===== src/sv/bdc_pkg.sv =====
`timescale 1ns / 1ps
// ----------------------------------------------------------------------------
// bdc_pkg
// Shared types and constants of the button debounce and click counter.
// ----------------------------------------------------------------------------
package bdc_pkg;

	localparam int COUNT_WIDTH = 16;
	localparam int GROUP_WIDTH = 8;
	localparam int TIME_WIDTH  = 32;

	localparam int IN_BITS   = 1 + TIME_WIDTH + 3;
	localparam int IN_TDATA  = ((IN_BITS + 7) / 8) * 8;
	localparam int OUT_BITS  = 3 + COUNT_WIDTH + GROUP_WIDTH + TIME_WIDTH + 2;
	localparam int OUT_TDATA = ((OUT_BITS + 7) / 8) * 8;

	localparam int ADDR_WIDTH = 5;

	typedef enum logic [2:0] {
		REG_INVERT   = 3'd0,
		REG_MODE     = 3'd1,
		REG_DEBOUNCE = 3'd2,
		REG_GAP      = 3'd3,
		REG_LONG_MIN = 3'd4,
		REG_LONG_MAX = 3'd5
	} reg_idx_t;

	typedef enum logic [1:0] {
		MODE_RISE    = 2'd0,
		MODE_FALL    = 2'd1,
		MODE_BOTH    = 2'd2,
		MODE_NONE    = 2'd3
	} count_mode_t;

	typedef struct packed {
		logic                  invert_input;
		count_mode_t           count_mode;
		logic [TIME_WIDTH-1:0] debounce_ms;
		logic [TIME_WIDTH-1:0] press_gap_ms;
		logic [TIME_WIDTH-1:0] long_min_ms;
		logic [TIME_WIDTH-1:0] long_max_ms;
	} bdc_cfg_t;

	typedef struct packed {
		logic                  clear_length;
		logic                  clear_presses;
		logic                  clear_count;
		logic [TIME_WIDTH-1:0] now_ms;
		logic                  raw_level;
	} bdc_in_t;

	typedef struct packed {
		logic                   long_released;
		logic                   long_held;
		logic [TIME_WIDTH-1:0]  press_length;
		logic [GROUP_WIDTH-1:0] press_group;
		logic [COUNT_WIDTH-1:0] edge_count;
		logic                   fell;
		logic                   rose;
		logic                   debounced_pressed;
	} bdc_out_t;

endpackage


===== src/sv/button_debounce_click_counter_top.sv =====
`timescale 1ns / 1ps
// ----------------------------------------------------------------------------
// button_debounce_click_counter_top
// Button debouncer with edge counter, multi-click grouping and long press.
//
// Samples arrive on the s_axis stream, one transfer per tick, each carrying
// the raw pin level, a millisecond timestamp and three clear flags. Every
// sample yields exactly one result transfer on m_axis.
// An accepted sample is registered in the input register, processed by the
// combinational core and its result is registered in the result register.
// Throughput: one sample per cycle; the state update is a single pass of
// subtractions and compares between the input and result registers.
// When m_axis_tready is low the result register holds, the input register
// still takes one more sample, then s_axis_tready drops until space frees.
// Reset: registers take their default values, the button reads as released
// at time 0, all counters clear and both stream registers empty.
// Registers sit on the APB port at byte addresses 0, 4, ... 20; the user must
// write them only while the stream is idle, which the block does not enforce.
// ----------------------------------------------------------------------------
module button_debounce_click_counter_top (
	input  logic                           clk,
	input  logic                           arst_n,
	input  logic                           psel,
	input  logic                           penable,
	input  logic                           pwrite,
	input  logic [bdc_pkg::ADDR_WIDTH-1:0] paddr,
	input  logic [31:0]                    pwdata,
	output logic [31:0]                    prdata,
	output logic                           pready,
	input  logic                           s_axis_tvalid,
	output logic                           s_axis_tready,
	// raw_level, now_ms[31:0], clear_count, clear_presses, clear_length, zero pad
	input  logic [bdc_pkg::IN_TDATA-1:0]   s_axis_tdata,
	output logic                           m_axis_tvalid,
	input  logic                           m_axis_tready,
	// debounced_pressed, rose, fell, edge_count[15:0], press_group[7:0],
	// press_length[31:0], long_held, long_released, zero pad
	output logic [bdc_pkg::OUT_TDATA-1:0]  m_axis_tdata
);
	import bdc_pkg::*;

	bdc_cfg_t cfg;
	bdc_in_t  item_s1;
	logic     valid_s1;
	bdc_out_t res;
	bdc_out_t res_s2;
	logic     valid_s2;
	logic     adv;

	assign adv           = valid_s1 && (!valid_s2 || m_axis_tready);
	assign s_axis_tready = !valid_s1 || adv;

	bdc_regs u_regs (
		.clk     (clk),
		.arst_n  (arst_n),
		.psel    (psel),
		.penable (penable),
		.pwrite  (pwrite),
		.paddr   (paddr),
		.pwdata  (pwdata),
		.prdata  (prdata),
		.pready  (pready),
		.cfg     (cfg)
	);

	bdc_core u_core (
		.clk    (clk),
		.arst_n (arst_n),
		.en     (adv),
		.cfg    (cfg),
		.item   (item_s1),
		.res    (res)
	);

	always_ff @(posedge clk or negedge arst_n) begin
		if (!arst_n) begin
			valid_s1 <= 1'b0;
		end else if (s_axis_tready) begin
			valid_s1 <= s_axis_tvalid;
		end
	end

	always_ff @(posedge clk) begin
		if (s_axis_tready && s_axis_tvalid) begin
			item_s1 <= s_axis_tdata[IN_BITS-1:0];
		end
	end

	always_ff @(posedge clk or negedge arst_n) begin
		if (!arst_n) begin
			valid_s2 <= 1'b0;
		end else if (adv) begin
			valid_s2 <= 1'b1;
		end else if (m_axis_tready) begin
			valid_s2 <= 1'b0;
		end
	end

	always_ff @(posedge clk) begin
		if (adv) begin
			res_s2 <= res;
		end
	end

	assign m_axis_tvalid = valid_s2;
	assign m_axis_tdata  = {{(OUT_TDATA - OUT_BITS){1'b0}}, res_s2};

endmodule


===== src/sv/bdc_regs.sv =====
`timescale 1ns / 1ps
// ----------------------------------------------------------------------------
// bdc_regs
// APB configuration registers: invert, count mode and the four time limits.
// ----------------------------------------------------------------------------
module bdc_regs (
	input  logic                           clk,
	input  logic                           arst_n,
	input  logic                           psel,
	input  logic                           penable,
	input  logic                           pwrite,
	input  logic [bdc_pkg::ADDR_WIDTH-1:0] paddr,
	input  logic [31:0]                    pwdata,
	output logic [31:0]                    prdata,
	output logic                           pready,
	output bdc_pkg::bdc_cfg_t              cfg
);
	import bdc_pkg::*;

	bdc_cfg_t cfg_q;
	logic     wr_en;
	reg_idx_t idx;

	assign pready = 1'b1;
	assign wr_en  = psel && penable && pwrite;
	assign idx    = reg_idx_t'(paddr[ADDR_WIDTH-1:2]);
	assign cfg    = cfg_q;

	always_ff @(posedge clk or negedge arst_n) begin
		if (!arst_n) begin
			cfg_q.invert_input <= 1'b1;
			cfg_q.count_mode   <= MODE_RISE;
			cfg_q.debounce_ms  <= 32'd50;
			cfg_q.press_gap_ms <= 32'd500;
			cfg_q.long_min_ms  <= 32'd1000;
			cfg_q.long_max_ms  <= 32'hFFFF_FFFF;
		end else if (wr_en) begin
			case (idx)
				REG_INVERT:   cfg_q.invert_input <= pwdata[0];
				REG_MODE:     cfg_q.count_mode   <= count_mode_t'(pwdata[1:0]);
				REG_DEBOUNCE: cfg_q.debounce_ms  <= pwdata;
				REG_GAP:      cfg_q.press_gap_ms <= pwdata;
				REG_LONG_MIN: cfg_q.long_min_ms  <= pwdata;
				REG_LONG_MAX: cfg_q.long_max_ms  <= pwdata;
				default: ;
			endcase
		end
	end

	always_comb begin
		case (idx)
			REG_INVERT:   prdata = {31'd0, cfg_q.invert_input};
			REG_MODE:     prdata = {30'd0, cfg_q.count_mode};
			REG_DEBOUNCE: prdata = cfg_q.debounce_ms;
			REG_GAP:      prdata = cfg_q.press_gap_ms;
			REG_LONG_MIN: prdata = cfg_q.long_min_ms;
			REG_LONG_MAX: prdata = cfg_q.long_max_ms;
			default:      prdata = 32'd0;
		endcase
	end

endmodule


===== src/sv/bdc_core.sv =====
`timescale 1ns / 1ps
// ----------------------------------------------------------------------------
// bdc_core
// Debounce state, edge counter, click grouping and press length; one sample
// is processed per enabled cycle.
// ----------------------------------------------------------------------------
module bdc_core (
	input  logic              clk,
	input  logic              arst_n,
	input  logic              en,
	input  bdc_pkg::bdc_cfg_t cfg,
	input  bdc_pkg::bdc_in_t  item,
	output bdc_pkg::bdc_out_t res
);
	import bdc_pkg::*;

	logic                   last_raw_q;
	logic [TIME_WIDTH-1:0]  last_change_q;
	logic                   debounced_q;
	logic [COUNT_WIDTH-1:0] edge_total_q;
	logic [GROUP_WIDTH-1:0] group_q;
	logic [TIME_WIDTH-1:0]  press_start_q;
	logic [TIME_WIDTH-1:0]  stored_q;

	logic                   level;
	logic                   changed;
	logic [TIME_WIDTH-1:0]  change_n;
	logic [TIME_WIDTH-1:0]  steady;
	logic                   flip;
	logic                   rose;
	logic                   fell;
	logic                   deb_n;
	logic [TIME_WIDTH-1:0]  since_old;
	logic [TIME_WIDTH-1:0]  since_n;
	logic                   count_it;
	logic [COUNT_WIDTH-1:0] edge_n;
	logic [GROUP_WIDTH-1:0] group_n;
	logic [TIME_WIDTH-1:0]  start_n;
	logic [TIME_WIDTH-1:0]  stored_n;
	logic                   group_ready;
	logic [TIME_WIDTH-1:0]  len;
	logic                   in_window;

	always_comb begin
		level     = item.raw_level ^ cfg.invert_input;
		changed   = level != last_raw_q;
		change_n  = changed ? item.now_ms : last_change_q;
		steady    = item.now_ms - change_n;
		flip      = (cfg.debounce_ms < steady) && (level != debounced_q);
		rose      = flip && level;
		fell      = flip && !level;
		deb_n     = flip ? level : debounced_q;
		since_old = item.now_ms - press_start_q;
		since_n   = rose ? '0 : since_old;
		start_n   = rose ? item.now_ms : press_start_q;

		case (cfg.count_mode)
			MODE_RISE: count_it = rose;
			MODE_FALL: count_it = fell;
			MODE_BOTH: count_it = flip;
			default:   count_it = 1'b0;
		endcase
		edge_n = edge_total_q + COUNT_WIDTH'(count_it);

		if (rose) begin
			group_n = (since_old < cfg.press_gap_ms) ? group_q + GROUP_WIDTH'(1)
			                                         : GROUP_WIDTH'(1);
		end else begin
			group_n = group_q;
		end

		if (rose) begin
			stored_n = '0;
		end else if (fell) begin
			stored_n = since_old;
		end else begin
			stored_n = stored_q;
		end

		group_ready = since_n > cfg.press_gap_ms;
		len         = deb_n ? since_n : stored_n;
		in_window   = (cfg.long_min_ms < len) && (len <= cfg.long_max_ms);

		res.debounced_pressed = deb_n;
		res.rose              = rose;
		res.fell              = fell;
		res.edge_count        = edge_n;
		res.press_group       = group_ready ? group_n : '0;
		res.press_length      = len;
		res.long_held         = deb_n && in_window;
		res.long_released     = !deb_n && in_window;
	end

	always_ff @(posedge clk or negedge arst_n) begin
		if (!arst_n) begin
			last_raw_q    <= 1'b0;
			last_change_q <= '0;
			debounced_q   <= 1'b0;
			edge_total_q  <= '0;
			group_q       <= '0;
			press_start_q <= '0;
			stored_q      <= '0;
		end else if (en) begin
			last_raw_q    <= level;
			last_change_q <= change_n;
			debounced_q   <= deb_n;
			edge_total_q  <= item.clear_count ? '0 : edge_n;
			group_q       <= (item.clear_presses && group_ready) ? '0 : group_n;
			press_start_q <= start_n;
			stored_q      <= item.clear_length ? '0 : stored_n;
		end
	end

endmodule

===== config.mk =====
export PLATFORM = sky130hd
export DESIGN_NAME = button_debounce_click_counter_top
export DESIGN_NICKNAME = d
export VERILOG_FILES = /design/src/sv/bdc_pkg.sv /design/src/sv/button_debounce_click_counter_top.sv /design/src/sv/bdc_regs.sv /design/src/sv/bdc_core.sv
export SDC_FILE = /design/constraint.sdc
export NUM_CORES = 1
export LEC_CHECK = 0
export BUFFER_PORTS_ARGS = -buffer_cell sky130_fd_sc_hd__buf_2
export CORE_MARGIN = 2
export CORE_UTILIZATION = 60
export CTS_CLUSTER_SIZE = 20
export DETAILED_ROUTE_END_ITERATION = 10
export HOLD_SLACK_MARGIN = 0.1
export PLACE_DENSITY = 0.88
export SYNTH_ARGS = -nofsm -noshare
export SYNTH_HDL_FRONTEND = slang
export SYNTH_SLANG_ARGS = --single-unit

===== constraint.sdc =====
create_clock -name clk -period 15.29 [get_ports clk]
set_clock_uncertainty 0.05 [all_clocks]
set_input_delay 3.058 -clock clk [delete_from_list [all_inputs] [get_ports clk]]
set_output_delay 3.058 -clock clk [all_outputs]
set_load 0.02 [all_outputs]

# Word-level counts from Yosys, hierarchy flattened
# Index checks and enable logic that the tools add are counted.
# classes
add_sub_neg	4
magnitude_cmp	5
eq_ne	9
muxes	15
n_bitwise	1
n_reduce_logical	27
# ops
operator	count
32-bit 2-to-1 mux	6
32-bit case mux with 6 select lines	1
32-bit < comparator	3
32-bit subtractor	2
32-bit > comparator	1
32-bit <= comparator	1
8-bit 2-to-1 mux	3
16-bit by 1-bit adder with 16-bit output	1
16-bit 2-to-1 mux	1
2-bit AND reduction	7
1-bit logical AND	11
8-bit by 1-bit adder with 8-bit output, second input constant	1
3-bit by 2-bit equality test with 1-bit output, second input constant	2
3-bit equality test, second input constant	2
1-bit logical NOT	4
3-bit by 1-bit equality test with 1-bit output, second input constant	1
3-bit logical NOT	1
1-bit 2-to-1 mux	3
1-bit case mux with 3 select lines	1
2-bit by 1-bit equality test with 1-bit output, second input constant	1
2-bit equality test, second input constant	1
2-bit logical NOT	1
1-bit logical OR	2
1-bit inequality test	2
2 further kinds	2
# totals
register_bits	352
elab_cells	89

# Logic depth before layout (Yosys ltp)
# logic_depth
ltp_word	13
mapped_depth	38
mapped_depth_nobuf	35

# Hierarchy
# From an unflattened synthesis, not the netlist that was laid out.
# hier_totals
cells_unflattened	2075
area_unflattened_um2	22889.5
# modules_own_cells
module	instances	cells_each	area_each_um2
bdc_core	1	1567	13609.3
bdc_regs	1	399	6237.2
button_debounce_click_counter_top	1	109	3042.9

# Worst setup path after synthesis
# OpenSTA, ideal clock, no wires.
# synth_timing
path_kind	register to register
start	register u_regs.cfg_q (netlist bit u_regs.cfg[130])
end	register u_core.group_q[4]
setup_ns	0.090
t_arrival_ns	7.803
path_slack_ns	7.347
stages_incl_launch_ff	32
path_buffers	4
period_less_slack_ns	7.943
path_cell_list	dfstp_2 -> xnor3_2 -> buf_2 -> buf_1 -> mux2i_1 -> ha_1 -> clkbuf_1 -> nand2_1 -> or3_1 -> a211o_1 -> a31o_1 -> a31o_1 -> o31a_1 -> a211oi_2 -> ha_1 -> nand4_1 -> or2_2 -> o31a_1 -> and4_1 -> nand2_1 -> clkbuf_1 -> and2_1 -> ha_1 -> a21o_1 -> a21o_1 -> a2111oi_0 -> nor4_1 -> a211o_1 -> or3_1 -> a211o_1 -> or3_1 -> o221ai_1
# synth_via
elab_chain_cells	11
elab_cells_between_ends	13
# synth_rtl
item	line_no	rtl
from (decl)	bdc_regs.sv:20	bdc_cfg_t cfg_q;
1-bit XOR *	bdc_core.sv:45	level = item.raw_level ^ cfg.invert_input;
1-bit inequality test	bdc_core.sv:46	changed = level != last_raw_q;
32-bit 2-to-1 mux	bdc_core.sv:47	change_n = changed ? item.now_ms : last_change_q;
32-bit subtractor	bdc_core.sv:48	steady = item.now_ms - change_n;
32-bit < comparator	bdc_core.sv:49	flip = (cfg.debounce_ms < steady) && (level != debounced_q);
1-bit logical AND	bdc_core.sv:49	
1-bit logical AND *	bdc_core.sv:50	rose = flip && level;
32-bit 2-to-1 mux	bdc_core.sv:54	since_n = rose ? '0 : since_old;
32-bit > comparator	bdc_core.sv:80	group_ready = since_n > cfg.press_gap_ms;
1-bit logical AND	bdc_core.sv:108	group_q <= (item.clear_presses && group_ready) ? '0 : group_n;
8-bit 2-to-1 mux *	bdc_core.sv:108	
to (signal assigned)	bdc_core.sv:108	
to (decl)	bdc_core.sv:21	logic [GROUP_WIDTH-1:0] group_q;
# Mark *: on every way between the ends. The rest lies on a longest branch, timed or not.
# A chain may end at the register's enable or synchronous reset.

==> results.sh <==
export IMPL_grt_pass1_vias=18050
export IMPL_cp_slowest_stage_delay_ps=870
export IMPL_clk_pin_slew_ps=60
export IMPL_grt_pass1_wl_mm=95.03
export IMPL_regToRegEndpoint="m_axis_tdata[60]"
export IMPL_post_route_period_util=0.6521
export IMPL_cts_sinks=352
export IMPL_wl_mm=58.52
export IMPL_drt_initial_drc_count=1661
export IMPL_avgSynthCellArea_um2=9.848
export IMPL_critical_path_endpoint_type="register"
export IMPL_finalHoldViolCount=0
export IMPL_whs_endpoint="u_core.last_change_q[16]"
export IMPL_fmax_mhz=100.3
export IMPL_hold_path_class="reg -> reg"
export IMPL_dr_total_vias=17970
export IMPL_antenna_cells=0
export IMPL_synth_cells=2203
export IMPL_yosysWarnings=0
export IMPL_slowest_stage="xnor3_2"
export IMPL_layout_drive_gt1_share=0.1702
export IMPL_io_pins=183
export IMPL_grt_start_max_net_pins=134
export IMPL_multi_input_area_um2=11450
export IMPL_area_growth_pct=12.27
export IMPL_wire_per_inst_um=20.60
export IMPL_worstMarginPinSlew_ps=1151
export IMPL_cts_hold_fix_buffers=0
export IMPL_cts_root_buf="clkbuf_16"
export IMPL_dieArea_um2=37690
export IMPL_cp_arrival_ps=10340
export IMPL_seq_area_frac_synth=0.4312
export IMPL_p_leak_nw=11.61
export IMPL_worstReg2RegStart="u_regs.cfg[130]"
export IMPL_ant_nets=0
export IMPL_std_cell_rows=69
export IMPL_io_buffers=172
export IMPL_worst_setup_path_type="reg -> reg"
export IMPL_num_fill_cells=2590
export IMPL_maxCapViolCount=0
export IMPL_syn_area_um2=21690
export IMPL_cts_resized=0
export IMPL_htree_levels=2
export IMPL_seq_area_um2=9354
export IMPL_slew_headroom=0.2312
export IMPL_clockBufferDepth=3
export IMPL_remaining_drc_errors=0
export IMPL_dpl_hpwl_mm=43.26
export IMPL_r2r_worst_path_cells=31
export IMPL_layout_commonest_cell="nand2_1"
export IMPL_antenna_found_initial=0
export IMPL_die_h_um=194.2
export IMPL_async_reset_ff_frac=0.7244
export IMPL_nets=2652
export IMPL_core_area_um2=35570
export IMPL_cts_buffers=40
export IMPL_r2r_slack_ps=5320
export IMPL_drv_slew=0
export IMPL_die_w_um=194.2
export IMPL_finalSetupTns_ps=0
export IMPL_place_congestion=0.9584
export IMPL_hold_path_cell_count=2
export IMPL_power_density_nw_per_um2=214.2
export IMPL_cts_tree="built"
export IMPL_worstSkewPairLatency_ps=560
export IMPL_routed_via_density=6.326
export IMPL_peakVddDrop_uv=143.5
export IMPL_cp_required_ps=15660
export IMPL_initial_core_util=0.6099
export IMPL_path_max_fanout=43
export IMPL_rsz0062_at_grt="no"
export IMPL_layout_common_cells="nand2_1, ha_1, dfrtp_1"
export IMPL_cts_setup_buffers=0
export IMPL_synth_edf_count=97
export IMPL_setup_viol=0
export IMPL_min_from="u_core.last_change_q[16]"
export IMPL_synth_seq_cells=352
export IMPL_outcome="finished clean"
export IMPL_synth_ff_type="dfrtp_1"
export IMPL_start_kind="register"
export IMPL_ys_types=67
export IMPL_firstDrtPassIters=6
export IMPL_power_mw=5.218
export IMPL_track_usage=0.3136
export IMPL_fin_crit_ps=9970
export IMPL_grt_overflow=0
flip-flops by register name, summed over array words and instances, names as in the netlist:
register              cells
u_core.debounced_q        1
item_s1                  36
valid_s1                  1
u_core.stored_q          32
u_core.last_change_q     32
u_core.group_q            8
u_core.last_raw_q         1
u_core.edge_total_q      16
u_regs.cfg              131
m_axis_tvalid             1
m_axis_tdata             61
u_core.press_start_q     32
where the power goes:
part,internal [mW],switching (mW),leakage (nW)
logic,1.09,1.73,6.88
clock network,0.598,0.392,0.666
registers,1.26,0.145,4.06
cells in the mapped netlist, types with 5 or more instances:
cell	number	area (um^2)
xnor2_1	36	315.3
a22o_1	66	578.1
a221oi_1	5	43.79
nand2b_1	11	68.82
edfxtp_1	97	2913
buf_1	7	26.28
dfstp_2	48	1261
a22oi_1	69	518.0
mux2i_1	33	330.3
nand3_1	37	185.2
clkbuf_1	77	289.0
o22ai_1	6	37.54
o21a_1	11	82.58
nand2_1	265	994.7
o21ai_0	192	960.9
nor2_1	74	277.8
or2_2	8	50.05
nand4_1	41	256.5
o21bai_1	8	60.06
dfrtp_1	207	5180
xor2_1	37	324.1
or3_1	13	81.33
a211o_1	8	70.07
nor3_1	19	95.09
o31ai_1	5	37.54
inv_1	161	604.3
o211ai_1	12	90.09
mux2_2	74	833.3
nor4_1	6	37.54
a21o_1	69	518.0
o221ai_1	8	70.07
a21oi_1	104	520.5
a211oi_1	12	90.09
ha_1	219	2740
and2_1	38	237.7
a31oi_1	24	150.1
and3_1	21	131.4
nor2b_1	15	93.84
how the worst max path moves through the flow:
stage                          from                 to  slack, ps  depth (start not counted)
floorplan           u_regs.cfg[130]  u_core.group_q[4]       7350                         31
global placement    u_regs.cfg[130]  u_core.group_q[4]       5780                         32
detailed placement  u_regs.cfg[130]   m_axis_tdata[60]       5540                         31
CTS                 u_regs.cfg[130]   m_axis_tdata[60]       5530                         31
global route        u_regs.cfg[130]  u_core.group_q[4]       4980                         32
finish              u_regs.cfg[130]   m_axis_tdata[60]       5320                         31
final cells by class:
class,instances,area share
Sequential cell,352,0.3841
Multi-Input combinational cell,1602,0.4702
Clock inverter,17,0.008065
Clock buffer,57,0.04757
Timing Repair Buffer,191,0.04161
Tap cell,461,0.02368
Inverter,161,0.02486
per-stage QoR:
stage          worst slack, ps    util  area, um^2  hold slack (ps)  std cells
2_1_floorplan             7347       -       21700            395.3       2205
3_3_place_gp              5776  0.6467       23000            407.5       2767
3_5_place_dp              5542  0.6467       23000            420.8       2767
4_1_cts                   5535  0.6847       24360            430.5       2841
5_1_grt                   4981  0.6847       24360            455.9       2841
6_report                  5320  0.6847       24360            427.0       2841
cell families (layout without fill, tap and decap cells):
group | after synthesis | after routing | share of synthesized area
and+or+nand+nor | 561 | 561 | 0.1204
xor gates and xnor gates | 74 | 74 | 0.03057
muxes | 108 | 108 | 0.05467
other | 2 | 4 | 0.0003462
DFF | 352 | 352 | 0.4312
adders and majority gates | 221 | 221 | 0.1277
buffers and inverters | 251 | 426 | 0.04424
AOI/OAI and AO/OA | 634 | 634 | 0.1910
worst max-delay path, delay by kind of cell (launching register included):
family	cells	cell delay, ps
AO/OA/AOI/OAI	11	3600
AND/OR/NAND/NOR	13	3550
flip-flops	1	590
buffers and inverters	1	60
XOR/XNOR	2	1000
adder cells (fa/ha/maj)	4	980
routing by layer:
metal  vias to the layer above  routed length, um  track usage
li1                       8297                  -            -
met1                      8664              24490       0.4366
met2                       866              26400       0.4933
met3                       144               5432      0.04818
met4                         0               2194       0.1271
met5                         -                  0            0
Note: power is estimated with default switching activity, not from simulation.
